`src/hw/rtl/text_tokenizer_with_positions_unit_assert.svh`:
```
// assertion macros for the text tokenizer
`ifndef TEXT_TOKENIZER_WITH_POSITIONS_UNIT_ASSERT_SVH
`define TEXT_TOKENIZER_WITH_POSITIONS_UNIT_ASSERT_SVH

// property that must hold at every clock edge out of reset
`define TTWP_ASSERT(label, prop, msg) \
  label: assert property (@(posedge clk_i) disable iff (!rst_ni) (prop)) else $error(msg);

// condition in one cycle implies a condition in the next
`define TTWP_ASSERT_NEXT(label, pre, post, msg) \
  label: assert property (@(posedge clk_i) disable iff (!rst_ni) (pre) |=> (post)) \
    else $error(msg);

`endif

```
`src/hw/rtl/ttwp_pkg.sv`:
```
`default_nettype none

package ttwp_pkg;

  localparam int POSITION_BITS_DEF = 16;
  localparam int TOK_W             = 16;
  localparam int ADDR_W            = 5;
  localparam int REG_LSB           = 3;

  localparam logic [63:0] SEP_LO_RESET = 64'd8646911293074243450;
  localparam logic [31:0] SEP_HI_RESET = 32'd1744830465;

  localparam logic [7:0] CH_TAB   = 8'h09;
  localparam logic [7:0] CH_LF    = 8'h0A;
  localparam logic [7:0] CH_CR    = 8'h0D;
  localparam logic [7:0] CH_SPACE = 8'h20;
  localparam logic [7:0] CH_DQ    = 8'h22;
  localparam logic [7:0] CH_SQ    = 8'h27;
  localparam logic [7:0] CH_SLASH = 8'h2F;
  localparam logic [7:0] CH_LO_BASE = 8'h20;
  localparam logic [7:0] CH_HI_BASE = 8'h60;
  localparam logic [7:0] CH_END     = 8'h80;

  typedef enum logic [1:0] {
    REG_SEP_LO = 2'd0,
    REG_SEP_HI = 2'd1,
    REG_KEEP   = 2'd2
  } reg_idx_e;

  typedef enum logic [1:0] {
    KIND_WORD  = 2'd0,
    KIND_SEP   = 2'd1,
    KIND_QMARK = 2'd2,
    KIND_QLIT  = 2'd3
  } kind_e;

  typedef struct packed {
    kind_e             kind;
    logic [TOK_W-1:0]  col;
    logic [TOK_W-1:0]  line;
    logic [TOK_W-1:0]  tend;
    logic [TOK_W-1:0]  tstart;
  } tok_t;

endpackage

`default_nettype wire

```
`src/hw/rtl/text_tokenizer_with_positions_unit.sv`:
```
// Streaming tokenizer: one text byte per s_axis transaction (tlast marks the final byte and
// flushes any open word or literal), tokens out on m_axis with start/end offsets and the line
// and column of the first byte. Each byte's up to three tokens are loaded at once into a
// three-entry result register; the input is ready again as the last of them leaves, so the
// rate is one byte per cycle while bytes give at most one token each and m_axis is not stalled.
// Separator set and keep mode are written over APB (0x00 low mask, 0x08 high mask, 0x10 keep);
// the user must write them only while no transaction is in flight; the block does not enforce it.
`default_nettype none
`include "text_tokenizer_with_positions_unit_assert.svh"

module text_tokenizer_with_positions_unit
  import ttwp_pkg::*;
#(
  parameter int POSITION_BITS = POSITION_BITS_DEF
) (
  input  wire logic              clk_i,
  input  wire logic              rst_ni,
  input  wire logic              s_axis_tvalid,
  output      logic              s_axis_tready,
  input  wire logic [7:0]        s_axis_tdata,   // text_byte
  input  wire logic              s_axis_tlast,   // end_of_text
  output      logic              m_axis_tvalid,
  input  wire logic              m_axis_tready,
  // token_start, token_end, start_line, start_column
  output      logic [4*TOK_W-1:0] m_axis_tdata,
  output      logic [1:0]        m_axis_tuser,   // token_kind
  output      logic              m_axis_tlast,   // last_of_run
  input  wire logic              psel,
  input  wire logic              penable,
  input  wire logic              pwrite,
  input  wire logic [ADDR_W-1:0] paddr,
  input  wire logic [63:0]       pwdata,
  output      logic [63:0]       prdata,
  output      logic              pready
);

  localparam int PB = POSITION_BITS;
  typedef logic [PB-1:0] pos_t;
  typedef logic [PB:0]   posx_t;

  function automatic pos_t sat_inc(pos_t v);
    return (&v) ? v : v + pos_t'(1);
  endfunction

  function automatic tok_t mk_tok(posx_t s, posx_t e, pos_t ln, pos_t col, kind_e k);
    tok_t t;
    t.tstart = TOK_W'(s);
    t.tend   = TOK_W'(e);
    t.line   = TOK_W'(ln);
    t.col    = TOK_W'(col);
    t.kind   = k;
    return t;
  endfunction

  // configuration
  logic [63:0] sep_lo_q;
  logic [31:0] sep_hi_q;
  logic        keep_q;
  logic        cfg_wr;

  assign pready = 1'b1;
  assign cfg_wr = psel & penable & pwrite & pready;

  always_ff @(posedge clk_i or negedge rst_ni) begin
    if (!rst_ni) begin
      sep_lo_q <= SEP_LO_RESET;
      sep_hi_q <= SEP_HI_RESET;
      keep_q   <= 1'b0;
    end else if (cfg_wr) begin
      case (paddr[REG_LSB+:2])
        REG_SEP_LO: sep_lo_q <= pwdata;
        REG_SEP_HI: sep_hi_q <= pwdata[31:0];
        REG_KEEP:   keep_q   <= pwdata[0];
        default: ;
      endcase
    end
  end

  always_comb begin
    case (paddr[REG_LSB+:2])
      REG_SEP_LO: prdata = sep_lo_q;
      REG_SEP_HI: prdata = {32'd0, sep_hi_q};
      REG_KEEP:   prdata = {63'd0, keep_q};
      default:    prdata = '0;
    endcase
  end

  // tokenizer state
  pos_t off_q, off_d, line_q, line_d, col_q, col_d;
  pos_t wbo_q, wbo_d, wbl_q, wbl_d, wbc_q, wbc_d;
  logic in_word_q, in_word_d, qopen_q, qopen_d, qsingle_q, qsingle_d;
  logic pslash_q, pslash_d, lf_pend_q, lf_pend_d, cr_pend_q, cr_pend_d;

  logic [7:0] ch;
  logic       eot, is_sep, is_space, is_quote, done;
  logic [7:0] qchar, lo_idx, hi_idx;
  tok_t       cand [4];
  logic [3:0] cv;
  tok_t       slot [3];
  logic [1:0] n_res;

  assign ch       = s_axis_tdata;
  assign eot      = s_axis_tlast;
  assign lo_idx   = ch - CH_LO_BASE;
  assign hi_idx   = ch - CH_HI_BASE;
  assign is_sep   = (ch >= CH_LO_BASE && ch < CH_HI_BASE) ? sep_lo_q[lo_idx[5:0]] :
                    (ch >= CH_HI_BASE && ch < CH_END)     ? sep_hi_q[hi_idx[4:0]] : 1'b0;
  assign is_space = (ch == CH_SPACE) || (ch >= CH_TAB && ch <= CH_CR);
  assign is_quote = (ch == CH_DQ) || (ch == CH_SQ);
  assign qchar    = qsingle_q ? CH_SQ : CH_DQ;

  always_comb begin
    off_d = off_q;  line_d = line_q;  col_d = col_q;
    wbo_d = wbo_q;  wbl_d = wbl_q;    wbc_d = wbc_q;
    in_word_d = in_word_q;  qopen_d = qopen_q;  qsingle_d = qsingle_q;
    pslash_d = pslash_q;  lf_pend_d = lf_pend_q;  cr_pend_d = cr_pend_q;
    cv   = '0;
    for (int i = 0; i < 4; i++) cand[i] = '0;
    done = 1'b0;

    // lone or doubled slash from the previous byte
    if (pslash_q) begin
      pslash_d = 1'b0;
      if (ch == CH_SLASH) begin
        cv[0]   = keep_q;
        cand[0] = mk_tok({1'b0, wbo_q}, {1'b0, off_q}, wbl_q, wbc_q, KIND_SEP);
        done    = 1'b1;
      end else begin
        cv[0]   = keep_q;
        cand[0] = mk_tok({1'b0, wbo_q}, {1'b0, wbo_q}, wbl_q, wbc_q, KIND_SEP);
      end
    end

    if (!done) begin
      if (qopen_q) begin
        if (ch == qchar) begin
          if (keep_q) begin
            cv[1]   = {1'b0, off_q} > ({1'b0, wbo_q} + posx_t'(1));
            cand[1] = mk_tok({1'b0, wbo_q} + posx_t'(1), {1'b0, off_q - pos_t'(1)},
                             wbl_q, sat_inc(wbc_q), KIND_QLIT);
            cv[2]   = 1'b1;
            cand[2] = mk_tok({1'b0, off_q}, {1'b0, off_q}, line_q, col_q, KIND_QMARK);
          end else begin
            cv[1]   = 1'b1;
            cand[1] = mk_tok({1'b0, wbo_q}, {1'b0, off_q}, wbl_q, wbc_q, KIND_QLIT);
          end
          qopen_d = 1'b0;
        end
      end else if (is_sep || is_quote || is_space) begin
        // word ends before this byte
        cv[1]     = in_word_q;
        cand[1]   = mk_tok({1'b0, wbo_q}, {1'b0, (off_q > wbo_q) ? off_q - pos_t'(1) : wbo_q},
                           wbl_q, wbc_q, KIND_WORD);
        in_word_d = 1'b0;
        if (is_sep) begin
          if (ch == CH_SLASH && !eot) begin
            pslash_d = 1'b1;
            wbo_d = off_q;  wbl_d = line_q;  wbc_d = col_q;
          end else begin
            cv[2]   = keep_q;
            cand[2] = mk_tok({1'b0, off_q}, {1'b0, off_q}, line_q, col_q, KIND_SEP);
          end
        end else if (is_quote) begin
          qopen_d   = 1'b1;
          qsingle_d = (ch == CH_SQ);
          wbo_d = off_q;  wbl_d = line_q;  wbc_d = col_q;
          cv[2]   = keep_q;
          cand[2] = mk_tok({1'b0, off_q}, {1'b0, off_q}, line_q, col_q, KIND_QMARK);
        end
      end else if (!in_word_q) begin
        in_word_d = 1'b1;
        wbo_d = off_q;  wbl_d = line_q;  wbc_d = col_q;
      end
    end

    if (eot) begin
      // flush open word or literal, then back to the start of a text
      if (in_word_d) begin
        cv[3]   = 1'b1;
        cand[3] = mk_tok({1'b0, wbo_d}, {1'b0, off_q}, wbl_d, wbc_d, KIND_WORD);
      end else if (qopen_d) begin
        if (keep_q) begin
          cv[3]   = off_q > wbo_d;
          cand[3] = mk_tok({1'b0, wbo_d} + posx_t'(1), {1'b0, off_q}, wbl_d, sat_inc(wbc_d),
                           KIND_QLIT);
        end else begin
          cv[3]   = 1'b1;
          cand[3] = mk_tok({1'b0, wbo_d}, {1'b0, off_q}, wbl_d, wbc_d, KIND_QLIT);
        end
      end
      off_d = '0;  line_d = pos_t'(1);  col_d = pos_t'(1);
      wbo_d = '0;  wbl_d = pos_t'(1);   wbc_d = pos_t'(1);
      in_word_d = 1'b0;  qopen_d = 1'b0;  qsingle_d = 1'b0;
      pslash_d = 1'b0;  lf_pend_d = 1'b0;  cr_pend_d = 1'b0;
    end else begin
      if ((lf_pend_q && ch == CH_CR) || (cr_pend_q && ch == CH_LF)) begin
        // second half of a cr/lf pair
        lf_pend_d = 1'b0;
        cr_pend_d = 1'b0;
      end else if (ch == CH_LF || ch == CH_CR) begin
        line_d    = sat_inc(line_q);
        col_d     = pos_t'(1);
        lf_pend_d = (ch == CH_LF);
        cr_pend_d = (ch == CH_CR);
      end else begin
        col_d     = sat_inc(col_q);
        lf_pend_d = 1'b0;
        cr_pend_d = 1'b0;
      end
      off_d = sat_inc(off_q);
    end
  end

  // pack candidates in order, at most three
  always_comb begin
    n_res = '0;
    for (int k = 0; k < 3; k++) slot[k] = '0;
    for (int i = 0; i < 4; i++) begin
      if (cv[i] && n_res != 2'd3) begin
        slot[n_res] = cand[i];
        n_res       = n_res + 2'd1;
      end
    end
  end

  // result register
  tok_t       res_q [3];
  logic [1:0] left_q, rd_q;
  logic       in_acc, out_acc;

  assign m_axis_tvalid = (left_q != 2'd0);
  assign s_axis_tready = (left_q == 2'd0) || (left_q == 2'd1 && m_axis_tready);
  assign in_acc        = s_axis_tvalid & s_axis_tready;
  assign out_acc       = m_axis_tvalid & m_axis_tready;
  assign m_axis_tdata  = {res_q[rd_q].col, res_q[rd_q].line, res_q[rd_q].tend,
                          res_q[rd_q].tstart};
  assign m_axis_tuser  = res_q[rd_q].kind;
  assign m_axis_tlast  = (left_q == 2'd1);

  always_ff @(posedge clk_i) begin
    if (in_acc) begin
      for (int k = 0; k < 3; k++) res_q[k] <= slot[k];
    end
  end

  always_ff @(posedge clk_i or negedge rst_ni) begin
    if (!rst_ni) begin
      left_q <= '0;
      rd_q   <= '0;
    end else if (in_acc) begin
      left_q <= n_res;
      rd_q   <= '0;
    end else if (out_acc) begin
      left_q <= left_q - 2'd1;
      rd_q   <= rd_q + 2'd1;
    end
  end

  always_ff @(posedge clk_i or negedge rst_ni) begin
    if (!rst_ni) begin
      off_q <= '0;  line_q <= pos_t'(1);  col_q <= pos_t'(1);
      wbo_q <= '0;  wbl_q <= pos_t'(1);   wbc_q <= pos_t'(1);
      in_word_q <= 1'b0;  qopen_q <= 1'b0;  qsingle_q <= 1'b0;
      pslash_q <= 1'b0;  lf_pend_q <= 1'b0;  cr_pend_q <= 1'b0;
    end else if (in_acc) begin
      off_q <= off_d;  line_q <= line_d;  col_q <= col_d;
      wbo_q <= wbo_d;  wbl_q <= wbl_d;    wbc_q <= wbc_d;
      in_word_q <= in_word_d;  qopen_q <= qopen_d;  qsingle_q <= qsingle_d;
      pslash_q <= pslash_d;  lf_pend_q <= lf_pend_d;  cr_pend_q <= cr_pend_d;
    end
  end

  `TTWP_ASSERT(a_word_quote_excl, !(in_word_q && qopen_q), "word and literal open together")
  `TTWP_ASSERT(a_slash_alone, !(pslash_q && (in_word_q || qopen_q)),
               "pending slash while a word or literal is open")
  `TTWP_ASSERT(a_pos_nonzero, (line_q != '0) && (col_q != '0), "line or column wrapped to zero")
  `TTWP_ASSERT_NEXT(a_no_result, in_acc && (n_res == 2'd0), !m_axis_tvalid,
                    "result shown for a byte that gave no token")

endmodule

`default_nettype wire
```
`config.mk`:
```
export PLATFORM = sky130hd
export DESIGN_NAME = text_tokenizer_with_positions_unit
export DESIGN_NICKNAME = d
export VERILOG_FILES = /design/src/hw/rtl/ttwp_pkg.sv /design/src/hw/rtl/text_tokenizer_with_positions_unit.sv
export VERILOG_INCLUDE_DIRS = /design/src /design/src/hw/rtl
export SDC_FILE = /design/constraint.sdc
export NUM_CORES = 1
export LEC_CHECK = 0
export ABC_AREA = 1
export BUFFER_PORTS_ARGS = -buffer_cell sky130_fd_sc_hd__buf_2
export CAP_MARGIN = 20
export CORE_MARGIN = 5
export CORE_UTILIZATION = 45
export DETAILED_ROUTE_END_ITERATION = 6
export SLEW_MARGIN = 25
export SYNTH_ARGS = -nofsm -noshare
export SYNTH_HDL_FRONTEND = slang
export SYNTH_SLANG_ARGS = --single-unit
```
`constraint.sdc`:
```
create_clock -name clk_i -period 8.5 [get_ports clk_i]
set_input_delay 0.425 -clock clk_i [delete_from_list [all_inputs] [get_ports clk_i]]
set_output_delay 0.425 -clock clk_i [all_outputs]
set_load 0.1 [all_outputs]
```
Word-level counts from Yosys, hierarchy flattened
Memory sizes are Yosys's and may differ from the RTL's.
Index checks and enable logic that the tools add are counted.
Widths: inputs -> output; s select.
{"block": "classes", "add_sub_neg": 15, "magnitude_cmp": 17, "n_eq_ne": 20, "mux": 128, "n_bitwise": 7, "reduce_logical": 40}
{"op": "$mux 66", "n": 10}
{"op": "$bwmux 198", "n": 3}
{"op": "$mux 198", "n": 3}
{"op": "$mux 16", "n": 37}
{"op": "$demux 66 s2", "n": 3}
{"op": "$mux 132", "n": 3}
{"op": "$pmux 64 s3", "n": 1}
{"op": "$mux 130", "n": 1}
{"op": "$mux 65", "n": 2}
{"op": "$mux 64", "n": 2}
{"op": "$add 16x1->16 const B", "n": 6}
{"op": "$reduce_and 16->1", "n": 5}
{"op": "$mux 1", "n": 48}
{"op": "$eq 8x6->1 const B", "n": 4}
{"op": "$gt 16x16->1", "n": 2}
{"op": "$mux 32", "n": 1}
{"op": "$mux 2", "n": 11}
{"op": "$ne 2x2->1 const B", "n": 9}
{"op": "$add 16x1->17 const B", "n": 1}
{"op": "$gt 16x17->1", "n": 1}
{"op": "$eq 8x4->1 const B", "n": 2}
{"op": "$sub 16x1->16 const B", "n": 1}
{"op": "$logic_and 1x1->1", "n": 13}
{"op": "$reduce_bool 2->1", "n": 5}
{"op": "other kinds (30)", "n": 53}
{"block": "totals", "register_bits": 203, "mem_bits_rw": 198, "in_bits": 85, "out_inout_bits": 134, "word_cells": 245, "mem_count": 1}
{"name": "res_q", "words": 3, "word_bits": 66, "rd": 1, "rd_ports_with_merged_regs": 0, "write_ports": 3, "line": "text_tokenizer_with_positions_unit.sv:227", "text": "tok_t res_q [3];"}

Longest topological paths before layout
{"block": "logic_depth", "depth_word": 22, "ltp_mapped": 43, "depth_no_buf": 38}

Worst setup path before layout
Ideal clock, no wire load.
{"block": "synth_timing", "path_type": "reg-to-reg", "start": "register left_q[1]", "end": "memory res_q[0][0] (netlist bit), enable pin", "setup_time_ps": 640, "t_arrival_ps": 7980, "t_required_ps": 7860, "slack_ps": -119, "path_stages_with_launch": 8, "n_path_buf": 1, "synth_period_minus_slack_ps": 8619, "path_cell_list": "dfrtp_1 > inv_1 > ha_1 > nand2_1 > nand2_1 > nand2_1 > inv_2 > clkbuf_1"}
{"item": "from (decl)", "line": "text_tokenizer_with_positions_unit.sv:228", "text": "logic [1:0] left_q, rd_q;"}
{"item": "from (signal assigned)", "line": "text_tokenizer_with_positions_unit.sv:251", "text": "left_q <= n_res;"}
{"item": "from (signal assigned)", "line": "text_tokenizer_with_positions_unit.sv:254", "text": "left_q <= left_q - 2'd1;"}
{"item": "to (decl)", "line": "text_tokenizer_with_positions_unit.sv:227"}

==> summary.md <==
| Metric | Value |
|---|---|
| Syn_area_per_cell | 7.14 sq um |
| 1st-pass router iterations | 7 |
| Share of the yosys chip area belonging to registers | 0.398 |
| Flops & latches, synth | 401 |
| Synth Instances | slightly below 4000 |
| Share of cells above drive strength 1 | 0.113 |
| Status | complete, but fails checks |
| Top cell by count, worst path | nand2_1 |
| Cell row count | between 90 and 100 |
| Core ar. | between 0.06 and 0.07 sq mm |
| Arr. time, crit path | 7410 ps |
| Initial DRC Count | 3195 |
| Max-cap violations | 0 |
| Post-synth top cells | nand2_1, a21oi_1, inv_1 |
| Pwr dens | 348 mW/mm^2 |
| Vias per cell | 5.77 |
| RePlAce Congestion | 0.950 |
| Initial Util | 0.453 |
| R2R setup slack | between 1000 and 1500 ps |
| Multi-input gate area | 0.0141 sq mm |
| # nets final | 4130 |
| H-tree Lvls | 2 |
| Main flop type after synthesis | edfxtp_1 |
| Final Max Tran Viols | 0 |
| Fmax | approximately 0.14 GHz |
| Post-CTS Resized | 0 |
| Period utilisation layout | 0.837 |
| Vias in the first global route | around 26000 |
| Clk buf depth | 3 |
| Vias | around 28000 |
| Routed WL | 100 mm |
| Initial antenna violation count | 3 |
| Number of port buffers | 214 |
| Largest stage delay, worst path | 560 ps |
| RR Startpoint | wbo_q[0] |
| Placed Area | 0.0294 sq mm |
| Diode count | 0 |
| Count of different cell masters after synthesis | 62 |
| TritonCTS Sinks | 401 |
| Worst vdd ir | 0.436 mV |
| Worst min path class | input pin to flop |
| Synth top area share | 0.214 |
| Most numerous cell in the Yosys netlist | nand2_1 |
| CP Max Fanout | 49 |
| Ys Warns | 0 |
| Final hold slack | 62.5 ps |
| Global-route wire length before repair | 154 mm |
| Sw Ratio | 0.538 |
| GRT overflow | 0 |
| Asr flop ratio synth | 0.506 |
| Fin util | 0.503 |
| Final Setup Violations | 0 |
| Hold Path Depth | 3 |
| GRT Resource Usage Total | 0.290 |
| Clock power frac | 0.191 |
| Number of flops mapped to enable cells by yosys | between 150 and 200 |
| CTS tree | done |
| Post-DP HPWL | around 71 mm |
| Failing checks | design-rule violations |
| R2R Path End | res_q[1][6] |
| Critical Path End Type | flop |
| Req. time, crit path | ~9000 ps |
| Design area | 0.0309 sq mm |
| Unrepaired setup endpoints after global routing | no |
| Worst clock skew | 31.1 ps |
| Fill count | ~6200 |
| CTS Root Cell | clkbuf_16 |
| Worst Setup Start Kind | flop |
| Mapped cell area | 0.0278 sq mm |
| Slew Limit Headroom | 0.250 |
| Avg WL per Cell | 20.9 microns |
| Antenna Violating Nets Remaining | 0 |
| NetSw | 5.79 mW |
| Comb pwr share | 0.530 |
| Leading area contributor after synthesis | edfxtp_1 |
| CTS buffer count | 47 |
| Clock latency on the worst-skew pair | 610 ps |
| Syn-to-layout area delta | 11.2% |
| Largest net degree at the start of global routing | ~130 |
| P_int | around 5.0 mW |
| Hold endpoint | sep_lo_q[9] |
| Reg power frac | 0.278 |
| Die Span Y | 259 microns |
| Slew @ Worst Pin | roughly 1100 ps |
| Final Hold Vio Count | 0 |
| Syn nets | 4051 |
| Die X | ~260 microns |
| Crit path kind | flop to flop |
| Reg2Reg Depth | 29 |
| Area contributors post-synth | edfxtp_1, dfrtp_1, nand2_1 |
| Worst path slowest cell | inv_2 |
| Full die area | between 0.06 and 0.07 sq mm |
| Static Leak | 13.0 nW |
| Hold_sp | pwdata[9] |
| Setup TNS | 0 ps |
| Drt drc | 4 |
| Min Clock Period, post-route | 7110 ps |
| Clock slew at reported path FFs | 60 ps |
| Ports | approximately 220 |
| Register Area | 0.0111 sq mm |
## registers in the layout (all words and copies together), names as in the netlist
register and flops:
keep_q 1, rd_q 2, qsingle_q 1, wbl_q 16, pslash_q 1, in_word_q 1, line_q 16, off_q 16
res_q 198, wbc_q 16, sep_lo_q 64, left_q 2, sep_hi_q 32, qopen_q 1, cr_pend_q 1, col_q 16
wbo_q 16, lf_pend_q 1
## worst max path at each step
stage	slack, ps	cells past startpoint	startpoint	endpoint
6_report	1390	29	wbo_q[0]	res_q[1][6]
3_3_place_gp	1430	27	s_axis_tdata[1]	res_q[1][52]
5_1_grt	940	28	wbo_q[0]	res_q[1][6]
4_1_cts	1460	29	wbo_q[0]	res_q[1][6]
2_1_floorplan	2780	34	wbo_q[2]	res_q[0][20]
3_5_place_dp	1380	28	s_axis_tdata[1]	res_q[1][58]
## critical path, delay by kind of cell (launching register included)
| family | cells | cell delay (ps) |
|---|---|---|
| AOI/OAI and AO/OA | 6 | 1050 |
| xor gates and xnor gates | 1 | 230 |
| adders and majority gates | 2 | 550 |
| buffers and inverters | 5 | 1650 |
| DFF | 1 | 480 |
| and+or+nand+nor | 15 | 2800 |
## power by group through the flow
stage          sequential, mW  combinational, mW  clock (mW)
3_5_place_dp             3.01               5.66           0
6_report                 3.00               5.71        2.06
5_1_grt                  3.05               6.13        2.18
3_3_place_gp             3.00               5.64           0
2_1_floorplan            2.88               4.47           0
4_1_cts                  2.98               5.68        2.10
## per-stage QoR
| stage | power (mW) | setup WS [ps] | instances |
|---|---|---|---|
| 2_1_floorplan | 7.35 | 2780 | 3900 |
| 3_3_place_gp | 8.64 | 1430 | 4719 |
| 4_1_cts | 10.8 | 1460 | 4807 |
| 6_report | 10.8 | 1390 | 4807 |
| 3_5_place_dp | 8.67 | 1380 | 4719 |
| 5_1_grt | 11.4 | 939 | 4807 |
## cell usage in the layout, fill, tap and decap left out, types with 32 or more instances in the layout
cell type	n
nand4_1	32
o21ai_0	381
nor2_1	385
o21ai_1	67
buf_2	213
nor3_1	73
ha_1	66
nand2_1	840
dfstp_2	32
nand3_1	153
inv_1	389
a31oi_1	37
buf_4	53
a21oi_1	407
o211ai_1	70
edfxtp_1	198
dfrtp_1	168
clkbuf_16	47
o22ai_1	149
## per-layer routing
layer	vias to the layer above	track usage	wire length (microns)
li1	13500	-	-
met1	12900	0.445	46400
met2	1252	0.417	41400
met3	143	0.0667	10400
met4	6	0.0655	2270
met5	-	0	39
## area by class of cell
cell class | count | area share
repair buffers | 272 | 0.0504
multi-input cells | 2830 | 0.457
clock buffers | 65 | 0.0425
well taps | 790 | 0.0320
flip-flops and latches | 401 | 0.358
inverters | 427 | 0.0521
clock inverters | 22 | 0.00801
## cell families (layout without fill, tap and decap cells)
kind of cell | count (synthesis) | in the layout | share of synthesized area
adders and majority gates | 66 | 66 | 0.0297
DFF | 401 | 401 | 0.398
AOI/OAI and AO/OA | 1192 | 1192 | 0.239
buffers and inverters | 669 | 786 | 0.0955
muxes | 1 | 1 | 0.000360
xor gates and xnor gates | 27 | 27 | 0.00850
and+or+nand+nor | 1543 | 1543 | 0.229
other | 1 | 1 | 0.000135
## repair_timing
item                                    in CTS  in global routing
hold buffers                                 1                  0
endpoints found under the setup margin       0                  0
endpoints found under the hold margin       52                  0
buffers inserted                             0                  0
No activity file was read; power rests on OpenSTA's default activity.
